--- src/rtl/bant_pkg.sv ---
`default_nettype none
package bant_pkg;

    // Sizes
    localparam int MAX_DEPTH  = 8;
    localparam int DEPTH_W    = 4;
    localparam int IDX_W      = (MAX_DEPTH > 1) ? $clog2(MAX_DEPTH) : 1;
    localparam int ADDR_W     = 64;
    localparam int WORD_W     = 32;
    localparam int OFF_W      = WORD_W + 2;
    localparam int CFG_IDX_W  = 1;
    localparam int CFG_DATA_W = 64;

    // Configuration register indexes
    localparam logic [CFG_IDX_W-1:0] CFG_BASE_ADDRESS   = 1'd0;
    localparam logic [CFG_IDX_W-1:0] CFG_ARENA_CAPACITY = 1'd1;

    typedef enum logic [1:0] {
        OP_BEGIN   = 2'd0,
        OP_RESERVE = 2'd1,
        OP_COMMIT  = 2'd2,
        OP_ABANDON = 2'd3
    } t_op;

    typedef enum logic [2:0] {
        ST_OK          = 3'd0,
        ST_BAD_ARG     = 3'd1,
        ST_UNBOUND     = 3'd2,
        ST_DEPTH_LIMIT = 3'd3,
        ST_BAD_TXN     = 3'd4,
        ST_OVERFLOW    = 3'd5,
        ST_NO_ROOM     = 3'd6
    } t_status;

    typedef struct packed {
        t_op                op;
        logic [WORD_W-1:0]  serial;
        logic [DEPTH_W-1:0] depth;
        logic [WORD_W-1:0]  count;
        logic [WORD_W-1:0]  align;
    } t_item;

    typedef struct packed {
        t_status            status;
        logic [ADDR_W-1:0]  granted;
        logic [WORD_W-1:0]  nserial;
        logic [DEPTH_W-1:0] ndepth;
        logic [WORD_W-1:0]  coff;
        logic [WORD_W-1:0]  clen;
    } t_result;

    typedef struct packed {
        logic              push;
        logic              pop;
        logic [WORD_W-1:0] push_serial;
        logic [WORD_W-1:0] push_base;
    } t_stack_cmd;

    typedef struct packed {
        logic [DEPTH_W-1:0] depth;
        logic               empty;
        logic               full;
        logic [WORD_W-1:0]  serial;
        logic [WORD_W-1:0]  base;
    } t_stack_top;

    typedef struct packed {
        logic              cursor_we;
        logic [WORD_W-1:0] cursor;
        logic [ADDR_W:0]   base_cur;
        logic              mark_we;
        logic [WORD_W-1:0] mark;
        logic              counter_inc;
        t_stack_cmd        stack;
    } t_update;

endpackage
`default_nettype wire

--- src/rtl/bant_in_if.sv ---
`default_nettype none
interface bant_in_if;
    logic                          valid;
    logic                          ready;
    logic [1:0]                    operation;
    logic [bant_pkg::WORD_W-1:0]   txn_serial;
    logic [bant_pkg::DEPTH_W-1:0]  txn_depth;
    logic [bant_pkg::WORD_W-1:0]   byte_count;
    logic [bant_pkg::WORD_W-1:0]   alignment;

    modport source (
        output valid, operation, txn_serial, txn_depth, byte_count, alignment,
        input  ready
    );
    modport sink (
        input  valid, operation, txn_serial, txn_depth, byte_count, alignment,
        output ready
    );
endinterface
`default_nettype wire

--- src/rtl/bant_out_if.sv ---
`default_nettype none
interface bant_out_if;
    logic                          valid;
    logic                          ready;
    logic [2:0]                    status;
    logic [bant_pkg::ADDR_W-1:0]   granted_address;
    logic [bant_pkg::WORD_W-1:0]   new_serial;
    logic [bant_pkg::DEPTH_W-1:0]  new_depth;
    logic [bant_pkg::WORD_W-1:0]   clear_offset;
    logic [bant_pkg::WORD_W-1:0]   clear_length;

    modport source (
        output valid, status, granted_address, new_serial, new_depth,
               clear_offset, clear_length,
        input  ready
    );
    modport sink (
        input  valid, status, granted_address, new_serial, new_depth,
               clear_offset, clear_length,
        output ready
    );
endinterface
`default_nettype wire

--- src/rtl/bant_stack.sv ---
`default_nettype none
module bant_stack (
    input  wire logic                 i_clk,
    input  wire logic                 i_rst_n,
    input  wire bant_pkg::t_stack_cmd i_cmd,
    output bant_pkg::t_stack_top      o_top
);

    logic [bant_pkg::DEPTH_W-1:0] r_depth;
    logic [bant_pkg::WORD_W-1:0]  r_serial [bant_pkg::MAX_DEPTH];
    logic [bant_pkg::WORD_W-1:0]  r_base   [bant_pkg::MAX_DEPTH];
    logic [bant_pkg::IDX_W-1:0]   w_top_idx;
    logic [bant_pkg::IDX_W-1:0]   w_push_idx;
    logic [bant_pkg::DEPTH_W-1:0] w_depth_m1;

    // Locate top of stack and next free slot
    assign w_depth_m1 = r_depth - bant_pkg::DEPTH_W'(1);
    assign w_top_idx  = w_depth_m1[bant_pkg::IDX_W-1:0];
    assign w_push_idx = r_depth[bant_pkg::IDX_W-1:0];

    // Present top entry
    always_comb begin
        o_top.depth  = r_depth;
        o_top.empty  = (r_depth == '0);
        o_top.full   = (r_depth >= bant_pkg::DEPTH_W'(bant_pkg::MAX_DEPTH));
        o_top.serial = r_serial[w_top_idx];
        o_top.base   = r_base[w_top_idx];
    end

    // Track depth
    always_ff @(posedge i_clk) begin
        if (!i_rst_n) begin
            r_depth <= '0;
        end else if (i_cmd.push) begin
            r_depth <= r_depth + bant_pkg::DEPTH_W'(1);
        end else if (i_cmd.pop) begin
            r_depth <= w_depth_m1;
        end
    end

    // Write pushed entry
    always_ff @(posedge i_clk) begin
        if (i_cmd.push) begin
            r_serial[w_push_idx] <= i_cmd.push_serial;
            r_base[w_push_idx]   <= i_cmd.push_base;
        end
    end

    a_depth_bound: assert property (@(posedge i_clk) disable iff (!i_rst_n)
        r_depth <= bant_pkg::DEPTH_W'(bant_pkg::MAX_DEPTH))
        else $error("stack depth beyond limit");

    a_push_not_full: assert property (@(posedge i_clk) disable iff (!i_rst_n)
        i_cmd.push |-> !o_top.full && !i_cmd.pop)
        else $error("push on full stack or with pop");

    a_pop_not_empty: assert property (@(posedge i_clk) disable iff (!i_rst_n)
        i_cmd.pop |-> !o_top.empty)
        else $error("pop on empty stack");

    a_push_grows: assert property (@(posedge i_clk) disable iff (!i_rst_n)
        i_cmd.push |=> r_depth == $past(r_depth) + bant_pkg::DEPTH_W'(1))
        else $error("push did not grow stack");

endmodule
`default_nettype wire

--- src/rtl/bant_exec.sv ---
`default_nettype none
module bant_exec (
    input  wire bant_pkg::t_item              i_item,
    input  wire logic [bant_pkg::ADDR_W-1:0]  i_base_addr,
    input  wire logic [bant_pkg::WORD_W-1:0]  i_capacity,
    input  wire logic [bant_pkg::WORD_W-1:0]  i_cursor,
    input  wire logic [bant_pkg::WORD_W-1:0]  i_mark,
    input  wire logic [bant_pkg::WORD_W-1:0]  i_counter,
    input  wire logic [bant_pkg::ADDR_W:0]    i_base_cur,
    input  wire bant_pkg::t_stack_top         i_top,
    output bant_pkg::t_result                 o_res,
    output bant_pkg::t_update                 o_upd
);

    logic                         w_handle_ok;
    logic                         w_bad_arg;
    logic                         w_unbound;
    logic [bant_pkg::WORD_W-1:0]  w_mask;
    logic [bant_pkg::ADDR_W:0]    w_sum;
    logic                         w_ovf;
    logic [bant_pkg::ADDR_W-1:0]  w_aligned;
    logic [bant_pkg::OFF_W-1:0]   w_off;
    logic [bant_pkg::OFF_W-1:0]   w_end;
    logic                         w_no_room;
    logic [bant_pkg::WORD_W-1:0]  w_reclaim;

    // Check handle against top of stack
    assign w_handle_ok = !i_top.empty && (i_item.depth == i_top.depth)
                         && (i_item.serial == i_top.serial);

    // Check arguments and binding
    assign w_mask    = i_item.align - bant_pkg::WORD_W'(1);
    assign w_bad_arg = (i_item.count == '0) || (i_item.align == '0)
                       || ((i_item.align & w_mask) != '0);
    assign w_unbound = (i_capacity == '0);

    // Align cursor address; carry out of either add is an overflow
    assign w_sum     = {1'b0, i_base_cur[bant_pkg::ADDR_W-1:0]}
                       + {{(bant_pkg::ADDR_W-bant_pkg::WORD_W+1){1'b0}}, w_mask};
    assign w_ovf     = i_base_cur[bant_pkg::ADDR_W] || w_sum[bant_pkg::ADDR_W];
    assign w_aligned = w_sum[bant_pkg::ADDR_W-1:0]
                       & {{(bant_pkg::ADDR_W-bant_pkg::WORD_W){1'b1}}, ~w_mask};

    // Offset stays below twice the word range, so low bits suffice
    assign w_off     = w_aligned[bant_pkg::OFF_W-1:0] - i_base_addr[bant_pkg::OFF_W-1:0];
    assign w_end     = w_off + {2'b00, i_item.count};
    assign w_no_room = (w_end > {2'b00, i_capacity});

    // Rollback point for abandon
    assign w_reclaim = (i_top.base > i_mark) ? i_top.base : i_mark;

    always_comb begin
        o_res        = '0;
        o_res.status = bant_pkg::ST_OK;
        o_upd        = '0;
        case (i_item.op)
            bant_pkg::OP_BEGIN: begin
                if (w_unbound) begin
                    o_res.status = bant_pkg::ST_UNBOUND;
                end else if (i_top.full) begin
                    o_res.status = bant_pkg::ST_DEPTH_LIMIT;
                end else begin
                    o_res.nserial           = i_counter;
                    o_res.ndepth            = i_top.depth + bant_pkg::DEPTH_W'(1);
                    o_upd.counter_inc       = 1'b1;
                    o_upd.stack.push        = 1'b1;
                    o_upd.stack.push_serial = i_counter;
                    o_upd.stack.push_base   = i_cursor;
                end
            end
            bant_pkg::OP_RESERVE: begin
                if (w_bad_arg) begin
                    o_res.status = bant_pkg::ST_BAD_ARG;
                end else if (w_unbound) begin
                    o_res.status = bant_pkg::ST_UNBOUND;
                end else if (!w_handle_ok) begin
                    o_res.status = bant_pkg::ST_BAD_TXN;
                end else if (w_ovf) begin
                    o_res.status = bant_pkg::ST_OVERFLOW;
                end else if (w_no_room) begin
                    o_res.status = bant_pkg::ST_NO_ROOM;
                end else begin
                    o_res.granted   = w_aligned;
                    o_res.coff      = i_cursor;
                    o_res.clen      = w_end[bant_pkg::WORD_W-1:0] - i_cursor;
                    o_upd.cursor_we = 1'b1;
                    o_upd.cursor    = w_end[bant_pkg::WORD_W-1:0];
                    o_upd.base_cur  = {1'b0, w_aligned}
                        + {{(bant_pkg::ADDR_W-bant_pkg::WORD_W+1){1'b0}}, i_item.count};
                end
            end
            bant_pkg::OP_COMMIT: begin
                if (w_unbound) begin
                    o_res.status = bant_pkg::ST_UNBOUND;
                end else if (!w_handle_ok) begin
                    o_res.status = bant_pkg::ST_BAD_TXN;
                end else begin
                    o_upd.mark_we   = 1'b1;
                    o_upd.mark      = i_cursor;
                    o_upd.stack.pop = 1'b1;
                end
            end
            bant_pkg::OP_ABANDON: begin
                if (w_unbound) begin
                    o_res.status = bant_pkg::ST_UNBOUND;
                end else if (!w_handle_ok) begin
                    o_res.status = bant_pkg::ST_BAD_TXN;
                end else begin
                    o_upd.stack.pop = 1'b1;
                    if (i_cursor > w_reclaim) begin
                        o_res.coff      = w_reclaim;
                        o_res.clen      = i_cursor - w_reclaim;
                        o_upd.cursor_we = 1'b1;
                        o_upd.cursor    = w_reclaim;
                        o_upd.base_cur  = {1'b0, i_base_addr}
                            + {{(bant_pkg::ADDR_W-bant_pkg::WORD_W+1){1'b0}}, w_reclaim};
                    end
                end
            end
            default: begin
                o_res.status = bant_pkg::ST_OK;
            end
        endcase
    end

endmodule
`default_nettype wire

--- src/rtl/bump_arena_nested_transactions.sv ---
// Item beats are held in the input register and results in the result register.
// Throughput: one item per cycle unless the result side stalls; each operation reads
// and updates cursor, mark and transaction stack as it leaves the input register.
// Reset (i_rst_n low at a clock edge) empties both stages and the stack, clears
// cursor, mark and registers, and sets the serial counter to one.
`default_nettype none
module bump_arena_nested_transactions (
    input  wire logic                               i_clk,
    input  wire logic                               i_rst_n,
    input  wire logic                               i_cfg_we,
    input  wire logic [bant_pkg::CFG_IDX_W-1:0]     i_cfg_index,
    input  wire logic [bant_pkg::CFG_DATA_W-1:0]    i_cfg_data,
    bant_in_if.sink                                 i_item,
    bant_out_if.source                              o_result
);

    logic                         r_in_vld;
    bant_pkg::t_item              r_item;
    logic                         r_out_vld;
    bant_pkg::t_result            r_res;
    logic [bant_pkg::ADDR_W-1:0]  r_base_addr;
    logic [bant_pkg::WORD_W-1:0]  r_capacity;
    logic [bant_pkg::WORD_W-1:0]  r_cursor;
    logic [bant_pkg::WORD_W-1:0]  r_mark;
    logic [bant_pkg::WORD_W-1:0]  r_counter;
    logic [bant_pkg::ADDR_W:0]    r_base_cur;

    logic                         w_adv;
    logic                         w_fire;
    logic                         w_in_rdy;
    bant_pkg::t_result            w_res;
    bant_pkg::t_update            w_upd;
    bant_pkg::t_stack_cmd         w_stack_cmd;
    bant_pkg::t_stack_top         w_top;

    // Handshake: stage moves when the result register is free or being drained
    assign w_adv    = !r_out_vld || o_result.ready;
    assign w_fire   = r_in_vld && w_adv;
    assign w_in_rdy = !r_in_vld || w_adv;
    assign i_item.ready = w_in_rdy;

    // Capture input beat
    always_ff @(posedge i_clk) begin
        if (!i_rst_n) begin
            r_in_vld <= 1'b0;
        end else if (w_in_rdy) begin
            r_in_vld <= i_item.valid;
        end
    end

    always_ff @(posedge i_clk) begin
        if (w_in_rdy && i_item.valid) begin
            r_item.op     <= bant_pkg::t_op'(i_item.operation);
            r_item.serial <= i_item.txn_serial;
            r_item.depth  <= i_item.txn_depth;
            r_item.count  <= i_item.byte_count;
            r_item.align  <= i_item.alignment;
        end
    end

    // Execute operation against current state
    bant_exec u_exec (
        .i_item      (r_item),
        .i_base_addr (r_base_addr),
        .i_capacity  (r_capacity),
        .i_cursor    (r_cursor),
        .i_mark      (r_mark),
        .i_counter   (r_counter),
        .i_base_cur  (r_base_cur),
        .i_top       (w_top),
        .o_res       (w_res),
        .o_upd       (w_upd)
    );

    // Gate stack changes by the fire strobe
    always_comb begin
        w_stack_cmd      = w_upd.stack;
        w_stack_cmd.push = w_upd.stack.push && w_fire;
        w_stack_cmd.pop  = w_upd.stack.pop && w_fire;
    end

    bant_stack u_stack (
        .i_clk   (i_clk),
        .i_rst_n (i_rst_n),
        .i_cmd   (w_stack_cmd),
        .o_top   (w_top)
    );

    // Apply configuration writes and operation updates
    always_ff @(posedge i_clk) begin
        if (!i_rst_n) begin
            r_base_addr <= '0;
            r_capacity  <= '0;
            r_cursor    <= '0;
            r_mark      <= '0;
            r_counter   <= bant_pkg::WORD_W'(1);
            r_base_cur  <= '0;
        end else begin
            if (i_cfg_we) begin
                case (i_cfg_index)
                    bant_pkg::CFG_BASE_ADDRESS: begin
                        r_base_addr <= i_cfg_data;
                        r_base_cur  <= {1'b0, i_cfg_data}
                            + {{(bant_pkg::ADDR_W-bant_pkg::WORD_W+1){1'b0}}, r_cursor};
                    end
                    bant_pkg::CFG_ARENA_CAPACITY: begin
                        r_capacity <= i_cfg_data[bant_pkg::WORD_W-1:0];
                    end
                    default: begin
                        r_capacity <= r_capacity;
                    end
                endcase
            end
            if (w_fire) begin
                if (w_upd.cursor_we) begin
                    r_cursor   <= w_upd.cursor;
                    r_base_cur <= w_upd.base_cur;
                end
                if (w_upd.mark_we) begin
                    r_mark <= w_upd.mark;
                end
                if (w_upd.counter_inc) begin
                    r_counter <= r_counter + bant_pkg::WORD_W'(1);
                end
            end
        end
    end

    // Hold result beat until taken
    always_ff @(posedge i_clk) begin
        if (!i_rst_n) begin
            r_out_vld <= 1'b0;
        end else if (w_adv) begin
            r_out_vld <= r_in_vld;
        end
    end

    always_ff @(posedge i_clk) begin
        if (w_fire) begin
            r_res <= w_res;
        end
    end

    // Drive result channel
    assign o_result.valid           = r_out_vld;
    assign o_result.status          = r_res.status;
    assign o_result.granted_address = r_res.granted;
    assign o_result.new_serial      = r_res.nserial;
    assign o_result.new_depth       = r_res.ndepth;
    assign o_result.clear_offset    = r_res.coff;
    assign o_result.clear_length    = r_res.clen;

    a_stage_holds: assert property (@(posedge i_clk) disable iff (!i_rst_n)
        r_out_vld && !o_result.ready |=> r_out_vld && $stable(r_res))
        else $error("result register changed while stalled");

    a_state_only_on_fire: assert property (@(posedge i_clk) disable iff (!i_rst_n)
        !w_fire |=> $stable(r_cursor) && $stable(r_mark) && $stable(r_counter))
        else $error("state changed without an operation");

    a_fail_no_update: assert property (@(posedge i_clk) disable iff (!i_rst_n)
        w_fire && (w_res.status != bant_pkg::ST_OK)
        |-> !w_upd.cursor_we && !w_upd.mark_we && !w_upd.counter_inc
            && !w_upd.stack.push && !w_upd.stack.pop)
        else $error("failed operation updated state");

endmodule
`default_nettype wire

--- src/flat_wrapper.sv ---
// flat-port wrapper written by rule: the top's interface ports become plain ports
module bump_arena_nested_transactions_flat 
  (i_clk, i_rst_n, i_cfg_we, i_cfg_index, i_cfg_data, i_item_valid, i_item_operation, i_item_txn_serial, i_item_txn_depth, i_item_byte_count, i_item_alignment, i_item_ready, o_result_valid, o_result_status, o_result_granted_address, o_result_new_serial, o_result_new_depth, o_result_clear_offset, o_result_clear_length, o_result_ready);
  bant_in_if i_item_i ();
  bant_out_if o_result_i ();
  input  wire logic i_clk;
  input  wire logic i_rst_n;
  input  wire logic i_cfg_we;
  input  wire logic [bant_pkg::CFG_IDX_W-1:0] i_cfg_index;
  input  wire logic [bant_pkg::CFG_DATA_W-1:0] i_cfg_data;
  input wire logic [$bits(i_item_i.valid)-1:0] i_item_valid;
  input wire logic [$bits(i_item_i.operation)-1:0] i_item_operation;
  input wire logic [$bits(i_item_i.txn_serial)-1:0] i_item_txn_serial;
  input wire logic [$bits(i_item_i.txn_depth)-1:0] i_item_txn_depth;
  input wire logic [$bits(i_item_i.byte_count)-1:0] i_item_byte_count;
  input wire logic [$bits(i_item_i.alignment)-1:0] i_item_alignment;
  output wire logic [$bits(i_item_i.ready)-1:0] i_item_ready;
  output wire logic [$bits(o_result_i.valid)-1:0] o_result_valid;
  output wire logic [$bits(o_result_i.status)-1:0] o_result_status;
  output wire logic [$bits(o_result_i.granted_address)-1:0] o_result_granted_address;
  output wire logic [$bits(o_result_i.new_serial)-1:0] o_result_new_serial;
  output wire logic [$bits(o_result_i.new_depth)-1:0] o_result_new_depth;
  output wire logic [$bits(o_result_i.clear_offset)-1:0] o_result_clear_offset;
  output wire logic [$bits(o_result_i.clear_length)-1:0] o_result_clear_length;
  input wire logic [$bits(o_result_i.ready)-1:0] o_result_ready;
  assign i_item_i.valid = i_item_valid;
  assign i_item_i.operation = i_item_operation;
  assign i_item_i.txn_serial = i_item_txn_serial;
  assign i_item_i.txn_depth = i_item_txn_depth;
  assign i_item_i.byte_count = i_item_byte_count;
  assign i_item_i.alignment = i_item_alignment;
  assign i_item_ready = i_item_i.ready;
  assign o_result_valid = o_result_i.valid;
  assign o_result_status = o_result_i.status;
  assign o_result_granted_address = o_result_i.granted_address;
  assign o_result_new_serial = o_result_i.new_serial;
  assign o_result_new_depth = o_result_i.new_depth;
  assign o_result_clear_offset = o_result_i.clear_offset;
  assign o_result_clear_length = o_result_i.clear_length;
  assign o_result_i.ready = o_result_ready;
  bump_arena_nested_transactions u_core (.i_clk(i_clk), .i_rst_n(i_rst_n), .i_cfg_we(i_cfg_we), .i_cfg_index(i_cfg_index), .i_cfg_data(i_cfg_data), .i_item(i_item_i), .o_result(o_result_i));
endmodule
--- config.mk ---
export PLATFORM = sky130hd
export DESIGN_NAME = bump_arena_nested_transactions_flat
export DESIGN_NICKNAME = d
export VERILOG_FILES = /design/src/rtl/bant_pkg.sv /design/src/rtl/bant_in_if.sv /design/src/rtl/bant_out_if.sv /design/src/rtl/bant_stack.sv /design/src/rtl/bant_exec.sv /design/src/rtl/bump_arena_nested_transactions.sv /design/src/flat_wrapper.sv
export SDC_FILE = /design/constraint.sdc
export NUM_CORES = 2
export LEC_CHECK = 0
export ABC_AREA = 1
export BUFFER_PORTS_ARGS = -buffer_cell sky130_fd_sc_hd__buf_2
export CORE_MARGIN = 2
export CORE_UTILIZATION = 50
export DETAILED_ROUTE_END_ITERATION = 16
export PLACE_DENSITY_LB_ADDON = 0.3
export REMOVE_ABC_BUFFERS = 1
export SYNTH_ARGS = -nofsm -noshare
export SYNTH_HDL_FRONTEND = slang
export SYNTH_SLANG_ARGS = --single-unit
--- constraint.sdc ---
create_clock -name i_clk -period 11.95 [get_ports i_clk]
set_input_delay 1.7925 -clock i_clk [delete_from_list [all_inputs] [get_ports i_clk]]
set_output_delay 1.7925 -clock i_clk [all_outputs]
set_load 0.02 [all_outputs]
# == After elaboration in Yosys (flattened, before gate mapping) ==
# Memory sizes are Yosys's and may differ from the RTL's.
# Cells that the tools add are included.
# classes
add_sub_neg,12
n_bitwise,7
mux,49
n_reduce_logical,29
mul,0
magnitude_cmp,4
eq_ne,5
div_mod_pow,0
shifts,0
# ops
operator,n
two-way mux 98 bit,8
two-way mux 64 bit,11
adder 64 x 32 -> 65 bit,4
two-way mux 65 bit,4
case mux 98 bit (2 select lines),1
case mux 64 bit (2 select lines),1
two-way mux 33 bit,3
zero test 32 bit,3
bitwise AND 64 bit,1
> comparator 32 bit,2
subtractor 32 bit,2
adder 34 x 32 -> 34 bit,1
> comparator 34 x 32 -> 1 bit,1
subtractor 34 bit,1
adder 32 x 1 -> 32 bit (second input constant),1
bitwise AND 32 bit,1
== test 32 bit,1
two-way mux 32 bit,1
inverter 32 bit,1
nonzero test 32 bit,1
subtractor 32 x 1 -> 32 bit (second input constant),1
two-way mux 3 bit,7
two-way mux 2 bit,5
AND reduction 2 bit,5
19 further kinds,39
# word_totals
input_bits,172
ff_bits,532
wordCells,128
latch_bits,0
mem_bits_rw,512
mem_bits_ro,0
n_memories,2
# mem_list
name,words,width,read_ports,rd_clocked_by_memory_dff,write_ports,line_no,text
u_core.u_stack.r_base,8,32,1,0,1,bant_stack.sv:11,logic [bant_pkg::WORD_W-1:0] r_base [bant_pkg::MAX_DEPTH];
u_core.u_stack.r_serial,8,32,1,0,1,bant_stack.sv:10,logic [bant_pkg::WORD_W-1:0] r_serial [bant_pkg::MAX_DEPTH];

# == Depth between registers and ports, before layout ==
# depth
depth_word,14
mapped_depth,56
mapped_depth_nobuf,55

# == Modules after synthesis ==
# A second synthesis with hierarchy kept.
# unflattened
hier_cells,8774
hier_area_um2,66470.0
# by_module_without_submodules
module,cells_per_inst,n_inst,area_each_um2
bant_exec,4406,1,23070.9
bump_arena_nested_transactions,2612,1,22698.0
bant_stack,1756,1,20701.1

# == Least setup slack after synthesis ==
# Ideal clock, no wire load.
# synth_timing
kind,input to register
from,input port o_result_ready
to,register u_core.u_stack.r_depth[3] (netlist name)
path_stages,9
t_required_ps,11880
path_slack_ps,2568
t_arrival_ps,9312
setup_time_ps,70
cell_sequence,inv_1 nand2_1 nand2_1 inv_1 nand4_1 nor4_1 o21bai_1 o21ai_0 a21oi_1
# synth_via
elab_chain_cells,4
# synth_lines
element,line_no,text
"start, declared",flat_wrapper.sv:25,input wire logic [$bits(o_result_i.ready)-1:0] o_result_ready;
logical OR 1 bit *,bump_arena_nested_transactions.sv:37,assign w_adv = !r_out_vld || o_result.ready;
logical AND 1 bit *,bump_arena_nested_transactions.sv:38,assign w_fire = r_in_vld && w_adv;
logical AND 1 bit (on tied branches),"bump_arena_nested_transactions.sv:78, bump_arena_nested_transactions.sv:79",
two-way mux 4 bit or nonzero test 2 bit (tied branches),-,
"end signal, assigned",bant_stack.sv:35,r_depth <= r_depth + bant_pkg::DEPTH_W'(1);
"end signal, assigned",bant_stack.sv:37,r_depth <= w_depth_m1;
"end, declared",bant_stack.sv:9,logic [bant_pkg::DEPTH_W-1:0] r_depth;
# Mark *: on every way between the ends. The rest lies on a longest branch, timed or not.
# A chain may end at the register's enable or synchronous reset.

# == Worst setup path in the final report ==
# layout_timing
from,register u_core.r_item[6] (netlist name)
to,register u_core.r_cursor[21] (netlist name)
# layout_via
elab_chain_cells,13
# layout_lines
element,line_no,text
"start, declared",bump_arena_nested_transactions.sv:18,bant_pkg::t_item r_item;
subtractor 32 x 1 -> 32 bit *,bant_exec.sv:32,assign w_mask = i_item.align - bant_pkg::WORD_W'(1);
adder 64 x 32 -> 65 bit or inverter 32 bit (tied branches),"bant_exec.sv:39, bant_exec.sv:42",
bitwise AND 64 bit *,bant_exec.sv:42,"& {{(bant_pkg::ADDR_W-bant_pkg::WORD_W){1'b1}}, ~w_mask};"
"net u_core.u_exec.w_aligned, one bit",bant_exec.sv:21,logic [bant_pkg::ADDR_W-1:0] w_aligned;
subtractor 34 bit *,bant_exec.sv:45,assign w_off = w_aligned[bant_pkg::OFF_W-1:0] - i_base_addr[bant_pkg::OFF_W-1:0];
adder 34 x 32 -> 34 bit *,bant_exec.sv:46,"assign w_end = w_off + {2'b00, i_item.count};"
> comparator 34 x 32 -> 1 bit *,bant_exec.sv:47,"assign w_no_room = (w_end > {2'b00, i_capacity});"
two-way mux 98 bit *,bant_exec.sv:80,end else if (w_no_room) begin
two-way mux 98 bit *,bant_exec.sv:78,end else if (w_ovf) begin
two-way mux 98 bit *,bant_exec.sv:76,end else if (!w_handle_ok) begin
two-way mux 98 bit *,bant_exec.sv:74,end else if (w_unbound) begin
two-way mux 98 bit *,bant_exec.sv:72,if (w_bad_arg) begin
case mux 98 bit (2 select lines) *,bant_exec.sv:56,case (i_item.op)
AND reduction 2 bit (no line),-,
"end signal, assigned",bump_arena_nested_transactions.sv:116,r_cursor <= w_upd.cursor;
"end, declared",bump_arena_nested_transactions.sv:23,logic [bant_pkg::WORD_W-1:0] r_cursor;
# Mark *: on every way through the listed nets, which the timed path passes. The rest lies on a longest branch.

==> summary.md <==
| Metric | Value |
|---|---|
| Outcome | `completed` |
| CTS H-Tree Depth | `3` |
| YS warnings | `0` |
| Post-CTS setup buffer count | `0` |
| Root Buffer | `clkbuf_16` |
| WP data required | `around 13 ns` |
| Port bufs | `340` |
| Area contributors post-synth | `edfxtp_1 (36%), nand2_1 (10%), dfxtp_1 (8.2%)` |
| Top cell by count, worst path | `nand2_1` |
| Worst slack, placed | `around 1.6 ns` |
| Setup Skew | `around 0.062 ns` |
| Hold_sp | `u_core.r_capacity[20]` |
| Layout overhead on the synthesized area | `12.0%` |
| EDFF count, synth | `between 700 and 800` |
| Later-pin clock latency in the skew report | `~0.79 ns` |
| Pwr/cell area | `about 150 nW/um2` |
| Setup tns final | `0 ns` |
| Leakage | `slightly above 30 nW` |
| Final core occ | `0.564` |
| Placed cells | `slightly above 10000` |
| First-pass GRT wire length | `around 360000 um` |
| Syn Area/Cell | `roughly 7.8 um2` |
| Maximum vdd drop | `0.155 mV` |
| Setup slack after layout | `approximately 1.3 ns` |
| Final Cell Area | `72000 um2` |
| Commonest cells post-synth | `nand2_1 (1784), nor2_1 (1331), inv_1 (1103)` |
| Max FO, Critical Path | `44` |
| ANT nets after route | `0` |
| 1st-iter DRT viols | `~7500` |
| Post-route DRC | `0` |
| Post-Route WL | `between 200000 and 250000 um` |
| Layout cells sized above 1 | `0.0773` |
| Worst R2R Start | `u_core.r_item[6]` |
| Gr ovfl total | `0` |
| # hold bufs at CTS | `0` |
| Netlist cell types | `61` |
| Initial Util | `0.504` |
| Total CTS buffers | `roughly 110` |
| Post-synth top area share | `0.365` |
| Kind of end point of the critical path | `register` |
| Period utilisation layout | `0.891` |
| Multi-input logic area | `30500 um2` |
| Drt via density | `5.81` |
| Crit Path Class | `register to register` |
| Drt wl/cell | `between 20 and 25 um` |
| Cell Area, Synth | `approximately 64000 um2` |
| Max incr delay on CP | `0.76 ns` |
| Worst flop-to-flop path endpoint | `u_core.r_cursor[21]` |
| Clk slew on worst S/H paths | `about 0.060 ns` |
| Setup slack, reg-to-reg | `around 1.3 ns` |
| Total power | `around 11 mW` |
| Worst slew pin tran | `1.19 ns` |
| Layout fillers | `around 12000` |
| Number of synthesized register bits | `1044` |
| RePlAce Congestion | `~1.1` |
| CTS tree | `done` |
| Most frequent cell after synthesis | `nand2_1` |
| Nets | `about 9000` |
| Worst rel slew slack | `0.208` |
| DP Wirelength | `191000 um` |
| Slew Viols, Final | `0` |
| Prevailing post-synth register cell | `edfxtp_1` |
| Synth area leader | `edfxtp_1` |
| CORE AREA | `about 130000 um2` |
| Gr usage total | `0.372` |
| Register Area | `28700 um2` |
| Tmin final | `about 11 ns` |
| Async S/R FF share, synth | `0` |
| Vias post-DR | `60000` |
| WHS Path Cells | `2` |
| Die Area | `131000 um2` |
| Die X | `approximately 360 um` |
| CP max-delay cell | `a21oi_4` |
| Max cap viols | `0` |
| I/O Pins | `341` |
| Die Y-Extent | `363 um` |
| Count of final setup violators | `0` |
| Seq/Total Area, Yosys | `0.447` |
| CTS resizes | `0` |
| Hold Path End | `u_core.r_capacity[20]` |
| Worst r2r path cells | `45` |
| Final Instance Count excl. Fillers | `10300` |
| Unrepaired setup endpoints after global routing | `no` |
| CTS sink cnt | `1044` |
| Startpoint class of the critical path | `register` |
| DP Area | `around 68000 um2` |
| WHS | `approximately 0.48 ns` |
| Fmax | `between 90 and 100 MHz` |
| Crit path DAT | `about 11 ns` |
| Initial antenna violation count | `13` |
| Min-Delay Path Class | `register to register` |
| # rows | `about 130` |
| Mapped Cells | `around 8300` |
| TritonRoute pass-1 iters | `9` |
| Vias in the first global route | `between 50000 and 60000` |
| Largest net degree at the start of global routing | `roughly 170` |
| CTS max path bufs | `3` |
| Final Hold Vio Count | `0` |
## registers in the layout, indices dropped and copies added, names as in the netlist
register                         count
u_core.r_cursor                     32
u_core.u_stack.r_serial            256
u_core.r_mark                       32
u_core.r_capacity                   32
u_core.u_stack.r_depth               4
u_core.r_counter                    32
u_core.o_result.new_serial          32
u_core.o_result.new_depth            4
u_core.r_item                      102
u_core.o_result.clear_offset        32
u_core.o_result.status               3
u_core.u_stack.r_base              256
u_core.r_in_vld                      1
u_core.o_result.granted_address     64
u_core.o_result.valid                1
u_core.r_base_cur                   65
u_core.r_base_addr                  64
u_core.o_result.clear_length        32
## cell type report
class,count,share of cell area
Sequential cell,1044,0.399
Inverter,1109,0.0581
Tap cell,1662,0.0289
Multi-Input combinational cell,5858,0.423
Clock buffer,143,0.0424
Timing Repair Buffer,436,0.0346
Antenna cell,6,0.000209
Clock inverter,70,0.0132
## report_power, final
| group | internal (mW) | switching [mW] | total [mW] |
|---|---|---|---|
| sequential | 3.95 | 0.0746 | 4.02 |
| clock | 2.17 | 1.59 | 3.77 |
| combinational | 0.904 | 1.82 | 2.72 |
## worst max path at each step
stage / startpoint / endpoint / cells past startpoint
2_1_floorplan: u_core.u_stack.r_depth[0] / u_core.r_base_cur[48] / 31
3_3_place_gp: u_core.r_item[6] / u_core.r_cursor[17] / 45
3_5_place_dp: u_core.r_item[6] / u_core.r_base_cur[30] / 46
4_1_cts: u_core.r_item[6] / u_core.r_base_cur[30] / 46
5_1_grt: u_core.r_item[6] / u_core.r_cursor[8] / 45
6_report: u_core.r_item[6] / u_core.r_cursor[21] / 45
## cell usage in the layout, fill, tap and decap left out, types with 38 or more instances in the layout
cell / synthesis / routed
nor3_1: 132 / 129
nor2_1: 1331 / 1327
buf_2: 53 / 339
nand2_1: 1784 / 1781
buf_4: 5 / 91
fa_1: 38 / 38
xor2_1: 110 / 110
nand4_1: 106 / 106
clkbuf_16: 0 / 113
dfxtp_1: 263 / 262
nand3_1: 410 / 409
a31oi_1: 43 / 43
xnor2_1: 63 / 62
inv_1: 1103 / 1100
o22ai_1: 117 / 117
ha_1: 331 / 330
o21ai_0: 602 / 602
nor4_1: 59 / 55
a21oi_1: 416 / 416
edfxtp_1: 781 / 781
## per-layer routing
metal  GRT usage  vias to the layer above  wire [um]
met5           0                        -         72
met4       0.175                       10      13400
met3      0.0604                      531      22000
met2       0.599                     3019     113000
met1       0.490                    28300     101000
li1            -                    28100          -
## worst max-delay path: cells and delay by family, from the launching register on
kind / cells / cell delay [ns]
compound gates: 5 / 1.70
fa+ha+maj: 5 / 2.09
buf+inv: 9 / 1.29
simple gates: 26 / 5.01
flops: 1 / 0.41
## cell families (layout without fill, tap and decap cells)
group	count (synthesis)	count (layout)	synth area share
adder cells (fa/ha/maj)	369	369	0.0763
multiplexers	1	1	0.000156
other	0	6	0
AND/OR/NAND/NOR	3905	3905	0.250
buffers and inverters	1362	1758	0.0810
AO/OA/AOI/OAI	1409	1409	0.122
XOR/XNOR	174	174	0.0240
flip-flops	1044	1044	0.447
No activity file was read; power rests on OpenSTA's default activity.
